--- src/rtl/lat_cell.sv ---
// One row cell of the board ring: holds a full row and loads from its neighbor.
module lat_cell #(
   parameter int WIDTH = 64
) (
   input  logic             clock,
   input  logic             reset,
   input  logic             en,
   input  logic [WIDTH-1:0] row_in,
   output logic [WIDTH-1:0] row_ff
);

   // Load the neighbor's row or a write; clear the row on reset
   always_ff @(posedge clock) begin
      if (reset) begin
         row_ff <= '0;
      end else if (en) begin
         row_ff <= row_in;
      end
   end

endmodule

--- config.mk ---
export PLATFORM = sky130hd
export DESIGN_NAME = lat_cell
export DESIGN_NICKNAME = d
export VERILOG_FILES = /design/src/rtl/lat_cell.sv
export SDC_FILE = /design/constraint.sdc
export NUM_CORES = 1
export LEC_CHECK = 0
export ABC_AREA = 0
export BUFFER_PORTS_ARGS = -buffer_cell sky130_fd_sc_hd__buf_2
export CAP_MARGIN = 40
export CORE_MARGIN = 2
export CORE_UTILIZATION = 45
export DETAILED_ROUTE_END_ITERATION = 8
export GPL_TIMING_DRIVEN = 0
export PLACE_DENSITY_LB_ADDON = 0.08
export RECOVER_POWER = 50
export SYNTH_ARGS = -nofsm -noshare
export SYNTH_HDL_FRONTEND = slang
export SYNTH_SLANG_ARGS = --single-unit
--- constraint.sdc ---
create_clock -name clock -period 1.4 [get_ports clock]
set_input_delay 0.14 -clock clock [delete_from_list [all_inputs] [get_ports clock]]
set_output_delay 0.14 -clock clock [all_outputs]
set_load 0.02 [all_outputs]
### After elaboration in Yosys (flattened, before gate mapping)

Index checks and enable logic that the tools add are counted.
W data, S select, Z words.

| word-level totals | value |
|---|---|
| output and inout port bits | 64 |
| input port bits | 67 |
| bits in registers | 64 |
| logic and storage cells | 1 |

### Longest topological paths before layout

Gate-level depths: netlist of run 1.

| depth | value |
|---|---|
| word-level depth | 0 |
| gate-level depth with buffers | 4 |

### Worst setup path after synthesis of run 1

No wires, ideal clock.

| timing | value |
|---|---|
| path kind | input port to flip-flop |
| start | input port en |
| end | register row_ff[10] |
| library setup time | 0.128 ns |
| buffers on the path | 2 |
| path slack | 0.606 ns |
| stages on the path | 4 |
| arrival | 0.666 ns |
| path through | buf_6 buf_8 mux2i_1 nor2_1 |

RTL lines:

| element | line | RTL |
|---|---|---|
| from (decl) | 7 | `input logic en,` |
| to (signal assigned) | 17 | `row_ff <= row_in;` |
| to (decl) | 9 | `output logic [WIDTH-1:0] row_ff` |

### Worst setup path after layout of run 1

| timing | value |
|---|---|
| start | register row_ff[7] |
| end | output port row_ff[7] |

No word-level cell between the ends.

==> impl_metrics.yaml, run 1 <==
setup_path:
  crit_path_start_kind: "flop"
  arrival_ps: 830
  cp.required_ps: 1260
  crit_fanout: 2
  slowest_delay_ps: 340
  cpLargestDelayFamily: "flip-flops"
  worstPathCellList: "buf_2"
  path_class: "reg2out"
  critPathCaptureType: "output port"
  path_buf_inv: 1
  slowest_stage: "dfxtp_1"
placement:
  port_buffers: 128
  dp_cells: 401
  gp_congestion: 0.722
  place_ws_ps: 411
  placed_cell_area_mm2: 0.00302
  hpwl_mm: 3.71
final_layout:
  largest_reg_flops: 64
  top_register: "row_ff"
  finalInstanceArea_mm2: 0.00320
  syn_to_final_growth_pct: 39.6
  largestRegisters: "row_ff x64"
  antenna_cells: 0
  fin_util: 0.664
  layout.cells.non_filler: 417
  final_nets: 412
  drive_gt1_frac: 0.429
cts:
  cts_tree: "yes"
  cts_resized: 0
  cts_root_buf: "clkbuf_8"
  postCtsSetupBuffers: 0
  path_clk_slew_ps: 70
  clk_latency_ps: 320
  cts_hold_buf: 0
  clock_sinks: 64
  htree_levels: 3
  cts.path.max_buffers: 2
  cts_made_buffers: 9
timing:
  setup_viol: 0
  timing.hold.ws_ps: 47.0
  fin_crit_sh: 0.694
  fin_crit_ps: 971
  finClkSkew_ps: 0
  worst_slew_pin_slew_ps: 448
  maxSlewHeadroom: 0.702
  setup-tns-final_ps: 0
  hold_viol: 0
  layout_setup_ws_ps: 429
  fmax_mhz: 1030
  rsz0062_at_grt: "no"
  slew_violations: 0
die:
  die-height_um: 75.4
  initial_utilization: 0.476
  io_pins: 131
  core-area_mm2: 0.00482
  die_area_mm2: 0.00568
  die_w_um: 75.4
  num_rows: 25
status:
  status: "finished, final reports clean"
logic_synthesis:
  synth_area_leader_cell: "dfxtp_1"
  ys_warn_count: 0
  postSynthCellCount: 206
  syn_nets: 273
  synth_common_cells: "dfxtp_1 (64), mux2i_1 (64), nor2_1 (64)"
  netlist.area_leader.share: 0.559
  yosysSeqAreaShare: 0.559
  synth.area.top_cells: "dfxtp_1 (56%), mux2i_1 (28%), nor2_1 (10%), buf_8 (3.9%), buf_1 (0.98%)"
  ys_ff_latch: 64
  netlist-cell-type-count: 7
  syn_avg_cell_area_um2: 11.1
  synth-async-reset-ratio: 0
  synth_flop_cell: "dfxtp_1"
  synthesis.area_mm2: 0.00229
  synth-edff-count: 0
grt:
  grt_max_degree: 11
  grt_overflow: 0
  antenna_found_initial: 0
  gr-usage-all-layers: 0.167
  grt_pass1_vias: 1636
  grt_pass1_wl_mm: 7.09
power_and_ir_drop:
  finalPower_mw: 4.00
  p_leak_nw: 1.76
  ir_drop_mv: 0.762
  p_per_area_mw_per_mm2: 1250
route:
  wl_mm: 4.84
  post-route-drc-count: 0
  dr.pass1.iters: 4
  vias: 1876
  avgRoutedWirePerCell_um: 11.6
  drt_iter0_markers: 39
  ant_nets: 0
  viasPerCell: 4.50
flow_run:
  maxCapViolations: 0
hold_path:
  min_path_type: "in2reg"
cells by family after synthesis:
| group | after synthesis | synth area share |
|---|---|---|
| muxes | 64 | 0.280 |
| buffers and inverters | 14 | 0.0563 |
| DFF | 64 | 0.559 |
| and+or+nand+nor | 64 | 0.105 |
per-layer routing:
metal  share of wire  track usage  vias up
li1                -            -      960
met1            0.42        0.197      823
met2            0.46        0.254       78
met3           0.092       0.0635       15
met4           0.029        0.109        0
met5               0            0        -
area by class of cell:
type	count	area, um^2
multi-input combinational	128	881
clock inverter	3	15.0
sequential	64	1280
timing repair buffer	128	641
buffer	14	128
tap	67	83.8
fill	439	1620
clock buffer	13	169
placed cells by master (no fill, tap or decap):
cell,n
buf_2,128
mux2i_1,64
nor2_1,64
dfxtp_1,64
clkbuf_8,12
clkbuf_1,8
buf_8,6
clkinv_2,3
buf_6,1
worst reg2reg max path: stages (launching register included):
cell and delay, ps:
dfxtp_1 310, mux2i_1 140, nor2_1 60
power by group:
part	switching (mW)	total, mW	leakage, nW	internal [mW]
combinational	0.336	0.605	1.13	0.269
clock	0.634	1.41	0.0992	0.779
sequential	0.0473	1.98	0.529	1.93
total	1.02	4.00	1.76	2.98
worst paths after layout:
check,start,to,slack [ps],cells past startpoint
min,row_in[34],row_ff[34],50,3
max reg2reg,row_ff[35],row_ff[35],760,2
max,row_ff[7],row_ff[7],430,1
min reg2reg,row_ff[21],row_ff[21],490,2
Power figures use the tool's default switching activity.
==> inputs of run 2 (changes only) <==
CORE_UTILIZATION = 43   (was 45)
clock period = 0.9 ns   (was 1.4 ns; I/O delays follow)
==> run 2 against run 1 <==
  * The run now ends with setup timing left
  * Non-clock buffer count is 59 higher
  * Setup slack lost 510 ps
  * Worst hold slack worse by 39 ps
  * Sequential share of layout area shrank 8.1 points
  * Power is 74% higher
  * Sequential power rose by 60%
  * Wire length grew 59%
  * Via count is 20% higher
  * Sequential cell count unchanged
  * Final cell count rose by 15%
  * First-iteration DRC count grew 36%
  * Largest power group unchanged
==> impl_metrics.yaml, run 2 (synthesis gave the netlist of run 1 again) <==
final_layout:
  syn_to_final_growth_pct: 85.8
  final_nets: 471
  fin_util: 0.828
  layout_common_cells: "buf_6 (64), mux2i_1 (64), nor2_1 (64), buf_2 (64), dfxtp_2 (63)"
  antenna_cells: 0
  largest_reg_flops: 64
  layout.cells.non_filler: 478
  drive_gt1_frac: 0.537
  fillers: 303
  largestRegisters: "row_ff x64"
  top_register: "row_ff"
timing:
  slew_violations: 0
  fmax_mhz: 1020
  hold_viol: 0
  rsz0062_at_grt: "yes"
  worst_slew_pin_slew_ps: 459
  maxSlewHeadroom: 0.694
  layout_setup_ws_ps: -84.4
  setup_viol: 2
  timing.hold.ws_ps: 7.76
  finClkSkew_ps: 0
  fin_crit_ps: 984
  fin_crit_sh: 1.09
cts:
  cts_tree: "yes"
  clock_sinks: 64
  cts.path.max_buffers: 2
  cts_made_buffers: 9
  path_clk_slew_ps: 70
  htree_levels: 3
  cts_root_buf: "clkbuf_8"
  clk_latency_ps: 330
placement:
  gp_congestion: 0.723
  dp_cells: 404
  place_ws_ps: -79.7
  hpwl_mm: 3.54
  port_buffers: 128
setup_path:
  reg2reg_to: "row_ff[25]"
  worstSetupEndpoint: "row_ff[25]"
  reg2regPathDepth: 3
  critPathCaptureType: "flop"
  crit_fanout: 2
  arrival_ps: 1170
  cp.required_ps: 1090
  r2r_setup_slack_ps: -80
  crit_path_start_kind: "flop"
  critical_path.startpoint: "row_ff[25]"
  path_class: "reg2reg"
  reg2reg_from: "row_ff[25]"
die:
  die_w_um: 77.0
  initial_utilization: 0.446
  core-area_mm2: 0.00514
  io_pins: 131
  die_area_mm2: 0.00593
  num_rows: 26
  die-height_um: 77.0
power_and_ir_drop:
  p_leak_nw: 2.10
  p_per_area_mw_per_mm2: 1630
  ir_drop_mv: 1.24
route:
  post-route-drc-count: 0
  viasPerCell: 4.70
  dr.pass1.iters: 4
  vias: 2245
  drt_iter0_markers: 53
  wl_mm: 7.68
  avgRoutedWirePerCell_um: 16.1
  ant_nets: 0
grt:
  grt_pass1_wl_mm: 10.8
  gr-usage-all-layers: 0.233
  antenna_found_initial: 0
  grt_max_degree: 11
  grt_overflow: 0
  grt_pass1_vias: 2316
status:
  failed_checks: "setup timing"
  status: "complete, but fails checks"
flow_run:
  maxCapViolations: 0
hold_path:
  min_path_type: "in2reg"
run 2: cell types whose count changed in the layout (fill, tap and decap cells not counted):
cell	change
clkbuf_2	+1
clkbuf_8	-2
dfxtp_2	+63
dfxtp_1	-63
clkbuf_1	-3
buf_1	+2
buf_4	+7
dlygate4sd3_1	+53
buf_6	+63
bufinv_16	+1
buf_2	-64
run 2: worst min-delay path by stage:
stage                from    endpoint  depth (start not counted)  slack (ps)
2_1_floorplan  row_in[10]  row_ff[10]                          2         240
3_3_place_gp    row_in[9]   row_ff[9]                          3         320
3_5_place_dp   row_in[24]  row_ff[24]                          3         330
4_1_cts         row_in[1]   row_ff[1]                          3         0.4
5_1_grt        row_in[56]  row_ff[56]                          3          20
6_report        row_in[1]   row_ff[1]                          3           8
run 2: through the flow:
step	area, um^2	power, mW	TNS (ps)
CTS	4130	6.82	0
global route	4260	7.19	-256
floorplan	2290	3.73	0
detailed placement	3020	4.09	-2320
finish	4260	6.95	-90.4
global placement	3020	4.08	-1330
run 2: critical path, stage by stage, from the launching register on:
cell	delay (ps)
dfxtp_2	340
buf_4	140
mux2i_1	250
nor2_1	110
run 2: routing by layer:
metal  part of all wire  global-route usage
met1               0.37               0.246
met2               0.56               0.436
met3              0.056              0.0588
met4              0.016               0.102
met5                  0                   0
run 2: report_power, final:
group | leakage (nW) | switching [mW] | internal [mW]
clock | 0.0989 | 1.06 | 1.33
combinational | 1.45 | 0.620 | 0.778
sequential | 0.551 | 0.127 | 3.04
run 2: timing repair:
item | in CTS | in global routing
endpoints found under the hold margin | 53 | 0
gates resized for setup | 155 | 35
hold buffers | 53 | 0
buffers inserted | 0 | 6
endpoints found under the setup margin | 64 | 36
run 2: layout make-up:
cell class	count	area, um^2	area share
timing repair buffer	187	1610	0.379
sequential	64	1360	0.320
multi-input combinational	128	881	0.207
clock buffer	11	141	0.0332
buffer	14	129	0.0303
tap	70	87.6	0.0206
clock inverter	4	45.0	0.0106
