--- src/rtl/lat_pkg.sv ---
// Shared widths, operation codes, register indexes and types of the life automaton.
package lat_pkg;

   localparam int OP_W        = 2;
   localparam int COORD_W     = 6;
   localparam int STEP_W      = 8;
   localparam int MASK_W      = 9;
   localparam int CSR_INDEX_W = 1;
   localparam int CNT_W       = 4;

   localparam logic [OP_W-1:0] OP_WRITE   = 2'd0;
   localparam logic [OP_W-1:0] OP_READ    = 2'd1;
   localparam logic [OP_W-1:0] OP_ADVANCE = 2'd2;

   localparam logic [CSR_INDEX_W-1:0] CSR_BIRTH   = 1'd0;
   localparam logic [CSR_INDEX_W-1:0] CSR_SURVIVE = 1'd1;

   localparam logic [MASK_W-1:0] BIRTH_RESET   = 9'd8;
   localparam logic [MASK_W-1:0] SURVIVE_RESET = 9'd12;

   typedef struct packed {
      logic [MASK_W-1:0] birth;
      logic [MASK_W-1:0] survive;
   } rule_cfg_type;

endpackage

--- src/rtl/lat_rule.sv ---
// Life rule over one row: wrapped neighbor count per column and birth/survive lookup.
module lat_rule #(
   parameter int WIDTH = 64
) (
   input  logic [WIDTH-1:0]     above_row,
   input  logic [WIDTH-1:0]     mid_row,
   input  logic [WIDTH-1:0]     below_row,
   input  lat_pkg::rule_cfg_type rule_cfg,
   output logic [WIDTH-1:0]     next_row
);

   // Count the eight neighbors of each column, wrapping at the row ends
   always_comb begin
      int l;
      int r;
      logic [lat_pkg::CNT_W-1:0] cnt;
      next_row = '0;
      for (int c = 0; c < WIDTH; c++) begin
         l = (c == 0) ? WIDTH - 1 : c - 1;
         r = (c == WIDTH - 1) ? 0 : c + 1;
         cnt = lat_pkg::CNT_W'(above_row[l]) + lat_pkg::CNT_W'(above_row[c])
             + lat_pkg::CNT_W'(above_row[r]) + lat_pkg::CNT_W'(mid_row[l])
             + lat_pkg::CNT_W'(mid_row[r]) + lat_pkg::CNT_W'(below_row[l])
             + lat_pkg::CNT_W'(below_row[c]) + lat_pkg::CNT_W'(below_row[r]);
         next_row[c] = mid_row[c] ? rule_cfg.survive[cnt] : rule_cfg.birth[cnt];
      end
   end

endmodule

--- config.mk ---
export PLATFORM = sky130hd
export DESIGN_NAME = lat_rule
export DESIGN_NICKNAME = d
export VERILOG_FILES = /design/src/rtl/lat_pkg.sv /design/src/rtl/lat_rule.sv
export SDC_FILE = /design/constraint.sdc
export NUM_CORES = 1
export LEC_CHECK = 0
export BUFFER_PORTS_ARGS = -buffer_cell sky130_fd_sc_hd__buf_2
export CORE_MARGIN = 8
export CORE_UTILIZATION = 25
export DETAILED_ROUTE_END_ITERATION = 6
export PLACE_DENSITY = 0.52
export SYNTH_ARGS = -nofsm -noshare
export SYNTH_HDL_FRONTEND = slang
export SYNTH_SLANG_ARGS = --single-unit
export TNS_END_PERCENT = 5
--- constraint.sdc ---
create_clock -name vclk -period 8.2
set_input_delay 2.46 -clock vclk [all_inputs]
set_output_delay 2.46 -clock vclk [all_outputs]
set_load 0.01 [all_outputs]
## Word-level counts from Yosys, hierarchy flattened

Index checks and enable logic that the tools add are counted.

| operators by class | value |
|---|---|
| add/subtract/negate cells | 448 |
| mux-type cells | 320 |
| magnitude comparators | 64 |

Operator list:

| cell | count |
|---|---|
| $add A4 B1 Y4 | 256 |
| $bmux W1 S4 | 128 |
| $lt A4 B5 Y1 const B | 64 |
| $add A3 B1 Y4 | 64 |
| $add A2 B1 Y3 | 64 |
| $mux W1 | 192 |
| $add A1 B1 Y2 | 64 |

| word-level totals | value |
|---|---|
| bits in registers | 0 |
| input bits | 210 |
| word-level logic and storage cells | 832 |
| output and inout bits | 64 |

## Logic depth before layout (Yosys ltp)

| depth | value |
|---|---|
| depth in word-level cells | 10 |
| depth in mapped cells | 12 |
| mapped depth without buffers | 11 |

## Worst setup path after synthesis

No wires, ideal clock.

| timing path | value |
|---|---|
| path type | input port to output port |
| from | input mid_row[11] |
| to | output next_row[12] |
| stages on the path | 12 |
| path buffers | 1 |
| data required time | 5.740 ns |
| path slack | -0.230 ns |
| arrival time | 5.970 ns |
| path through | clkbuf_1 inv_1 fa_1 fa_1 fa_1 inv_1 ha_1 fa_1 mux4_2 mux4_2 nand2_1 o21ai_1 |

| on the way | value |
|---|---|
| cells in the longest elaborated chain, start to end | 8 |
| elaborated cells on any way between the ends | 10 |
| those cells by class | add/sub (5); mux (5) |

Ends and longest elaborated chain:

| item | RTL line | source |
|---|---|---|
| from (decl) | lat_rule.sv:6 | `input logic [WIDTH-1:0] mid_row,` |
| $add A3 B1 Y4 * | lat_rule.sv:22 | `+ lat_pkg::CNT_W'(above_row[r]) + lat_pkg::CNT_W'(mid_row[l])` |
| $add A4 B1 Y4 * (2 in a row) | lat_rule.sv:23 | `+ lat_pkg::CNT_W'(mid_row[r]) + lat_pkg::CNT_W'(below_row[l])` |
| $add A4 B1 Y4 * (2 in a row) | lat_rule.sv:24 | `+ lat_pkg::CNT_W'(below_row[c]) + lat_pkg::CNT_W'(below_row[r]);` |
| $bmux W1 S4 | lat_rule.sv:25 | `next_row[c] = mid_row[c] ? rule_cfg.survive[cnt] : rule_cfg.birth[cnt];` |
| $mux W1 (not written as such) | lat_rule.sv:25 |  |
| $mux W1 * | lat_rule.sv:25 |  |
| to (decl) | lat_rule.sv:9 | `output logic [WIDTH-1:0] next_row` |

Every way passes the cells marked *; elsewhere a longest branch is shown, timed or not. The select of a mux whose other input is x is not followed.

## Final worst setup path

| timing path | value |
|---|---|
| from | input above_row[35] |
| to | output next_row[36] |

| on the way | value |
|---|---|
| cells in the longest elaborated chain, start to end | 10 |
| elaborated cells on any way between the ends | 12 |
| those cells by class | add/sub (7); mux (5) |

Ends and longest elaborated chain:

| item | RTL line | source |
|---|---|---|
| from (decl) | lat_rule.sv:5 | `input logic [WIDTH-1:0] above_row,` |
| $add A1 B1 Y2 * | lat_rule.sv:21 | `cnt = lat_pkg::CNT_W'(above_row[l]) + lat_pkg::CNT_W'(above_row[c])` |
| $add A2 B1 Y3 * | lat_rule.sv:22 |  |
| $add A3 B1 Y4 * | lat_rule.sv:22 |  |
| $add A4 B1 Y4 * (2 in a row) | lat_rule.sv:23 |  |
| $add A4 B1 Y4 * (2 in a row) | lat_rule.sv:24 |  |
| $bmux W1 S4 | lat_rule.sv:25 |  |
| $mux W1 (not written as such) | lat_rule.sv:25 |  |
| $mux W1 * | lat_rule.sv:25 |  |

Marked as above.

==> metrics.md <==
| Metric | Value |
|---|---|
| Status | finished, violations left |
| Failing checks | setup timing |
| Static Leakage | 11.9 nW |
| Worst Path Max Fanout | 5 |
| Syn nets | 2589 |
| Via count | ~17000 |
| DR vias/cell | ~5 |
| Register Area | 0 sq um |
| Worst setup path startpoint | above_row[35] |
| First-pass GRT wire length | ~110 mm |
| Synth Area in Simple Gates | 0.0553 |
| CP cell instances | buf_2 -> inv_1 -> fa_1 -> fa_1 -> fa_1 -> inv_1 -> ha_1 -> fa_2 -> mux4_2 -> mux4_2 -> nand2_1 -> o21ai_1 -> buf_4 |
| Global-route usage over all layers | 0.160 |
| Max-cap violations | 0 |
| WP buf/inv | 4 |
| Syn avg cell area | between 10 and 15 sq um |
| Endpoint class of the critical path | primary output |
| Setup WS post-layout | -0.410 ns |
| Die width | just over 300 um |
| Placer Congestion | 0.811 |
| Crit start category | primary input |
| Synth top area share | 0.319 |
| Port bufs | between 200 and 300 |
| Die area | between 90000 and 100000 sq um |
| Worst hold slack | ~5.5 ns |
| Nets@finish | a little under 3000 |
| Drt pass-1 iters | 5 |
| Maximum vdd drop | 0.0570 mV |
| Sequential share of the synthesized area | 0 |
| Worst Path Required | about 5.7 ns |
| Final HPWL DP | between 50 and 60 mm |
| Fin crit period | roughly 8.6 ns |
| Fmax | ~120 MHz |
| Initial core utilization | 0.251 |
| Final Instance Count excl. Fillers | between 3000 and 4000 |
| Number of remaining DRC errors | 0 |
| Delay-heaviest family, CP | adder cells |
| Post-Synth XOR/XNOR Area | 0.0243 |
| Slew at the pin with the worst max-slew slack | 1.05 ns |
| Largest net degree at the start of global routing | 65 |
| Post-synthesis compound-gate area fraction | 0.0436 |
| DRT Wirelength | approximately 75 mm |
| RSZ-0062 raised after global routing | yes |
| CLK BUF | 0 |
| Drt wl/cell | around 22 um |
| Number of global-route vias before repair | 17800 |
| Final worst-path cycle share | 1.05 |
| Layout Area Growth over Synthesis | 21.9% |
| Final Hold Violating Endpoints | 0 |
| Main combinational cell family by area after synthesis | multiplexers |
| WS Path Type | primary input to primary output |
| Ports | between 200 and 300 |
| Share of cells above drive strength 1 | 0.455 |
| Arrival time at the worst endpoint | around 6 ns |
| Worst path slowest cell | fa_2 |
| 1st-iter DRT viols | ~1200 |
| Worst setup endpoint | next_row[36] |
| Synth unique cells | 28 |
| Post-Synth Adder-Cell Area | 0.366 |
| Post-synthesis instance total | between 1500 and 2000 |
| Setup violations, final | 64 |
| Placed cells | between 3000 and 4000 |
| Core Footprint | a little over 80000 sq um |
| Final ANT Viol Nets | 0 |
| Die Ht | a little over 300 um |
| Pwr dens | 202 nW/um^2 |
| Rel. slew slack | 0.297 |
| Yosys warnings | 0 |
| Final Max Tran Viols | 0 |
| Row count | around 110 |
| Post-synthesis mux area share | 0.389 |
| Seq cells | 0 |
| Total power | 0.00505 W |
| Critical path's most frequent cell | fa_1 |
| Stages on the worst setup path | 13 |
| Slowest Stage Delay on Critical Path | about 0.6 ns |
| Area of the mapped netlist | roughly 20000 sq um |
| Initial antenna violation count | 30 |
| Synth area leaders | mux4_2 32%, fa_1 25%, ha_1 12%, inv_1 8.2%, mux2_2 3.6% |
| Area leader, netlist | mux4_2 |
| HP Class | primary input to primary output |
| Grt total ovfl | 0 |
[Yosys cell counts, drive strengths merged (5+ instances only)]
| master | count |
|---|---|
| inv | 447 |
| mux4 | 313 |
| fa | 256 |
| ha | 192 |
| clkbuf | 157 |
| nand2 | 118 |
| mux2 | 66 |
| a21o | 62 |
| nor2 | 59 |
| o21ai | 59 |
| nand3 | 57 |
| xor2 | 57 |
| buf | 29 |
| a21oi | 14 |
| mux2i | 12 |
| nor4 | 7 |
| a311o | 5 |
| nand2b | 5 |
| nand3b | 5 |
| nor3b | 5 |
[timing repair]
| item | in CTS | in global routing |
|---|---|---|
| setup buffers | 0 | 2 |
| pin swaps | 25 | 31 |
| gates resized for setup | 114 | 55 |
| hold buffers | 0 | 0 |
| endpoints found under the setup margin | 64 | 64 |
[cell usage in the layout, fill, tap and decap left out, types with 8 or more instances in the layout]
master and n:
ha_1 182, fa_2 64, xor2_1 57, nor2_1 59, a21o_1 62, buf_6 12, o21ai_1 49, nand2_1 112
fa_1 192, diode_2 14, mux4_1 21, a21oi_1 14, nand3_1 57, mux2_2 66, inv_2 33, inv_1 400
mux4_2 292, buf_2 255, inv_4 8, mux2i_1 12, buf_4 274
[per-stage QoR]
| stage | utilization | worst slack [ns] | area, sq um | setup TNS [ns] |
|---|---|---|---|---|
| after global placement | 0.301 | -0.534 | 24600 | -23.46 |
| after floorplan | - | -0.0598 | 20600 | -0.336 |
| final | 0.306 | -0.410 | 25000 | -19.60 |
| after detailed placement | 0.301 | -0.523 | 24600 | -23.98 |
| after global routing | 0.306 | -0.506 | 25000 | -28.12 |
| after CTS | 0.304 | -0.426 | 24900 | -21.53 |
[logic make-up (layout without fill, tap and decap cells)]
kind of cell / count (synthesis) / in the layout
adder cells (fa/ha/maj): 448 / 448
multiplexers: 391 / 391
XOR/XNOR: 57 / 57
AO/OA/AOI/OAI: 142 / 142
other: 0 / 14
buffers and inverters: 633 / 996
AND/OR/NAND/NOR: 260 / 260
[per-layer routing]
metal	vias to the layer above	global-route usage	wire length, um
met5	-	0	92
met4	14	0.0234	1270
met3	117	0.0465	7380
met2	691	0.259	34500
met1	8460	0.215	31400
li1	7414	-	-
[worst min path at each step]
stage,from,endpoint,slack (ns),cells past startpoint
finish,mid_row[63],next_row[63],5.49,5
global route,mid_row[38],next_row[38],5.53,5
floorplan,mid_row[12],next_row[12],5.28,3
CTS,mid_row[63],next_row[63],5.50,5
detailed placement,mid_row[63],next_row[63],5.50,5
global placement,mid_row[63],next_row[63],5.49,5
[report_power, final]
| part | leakage (nW) | internal [W] | switching, W |
|---|---|---|---|
| clock | 0.0000887 | 0.000000000230 | 0 |
| sequential | 0 | 0 | 0 |
| combinational | 11.9 | 0.00275 | 0.00230 |
[layout make-up]
class	count	area (sq um)
fillers	8513	56700
multi-input cells	1298	18300
well taps	1070	1340
repair buffers	549	3610
inverters	447	1730
diodes	14	35.0
Note: power is estimated with default switching activity, not from simulation.
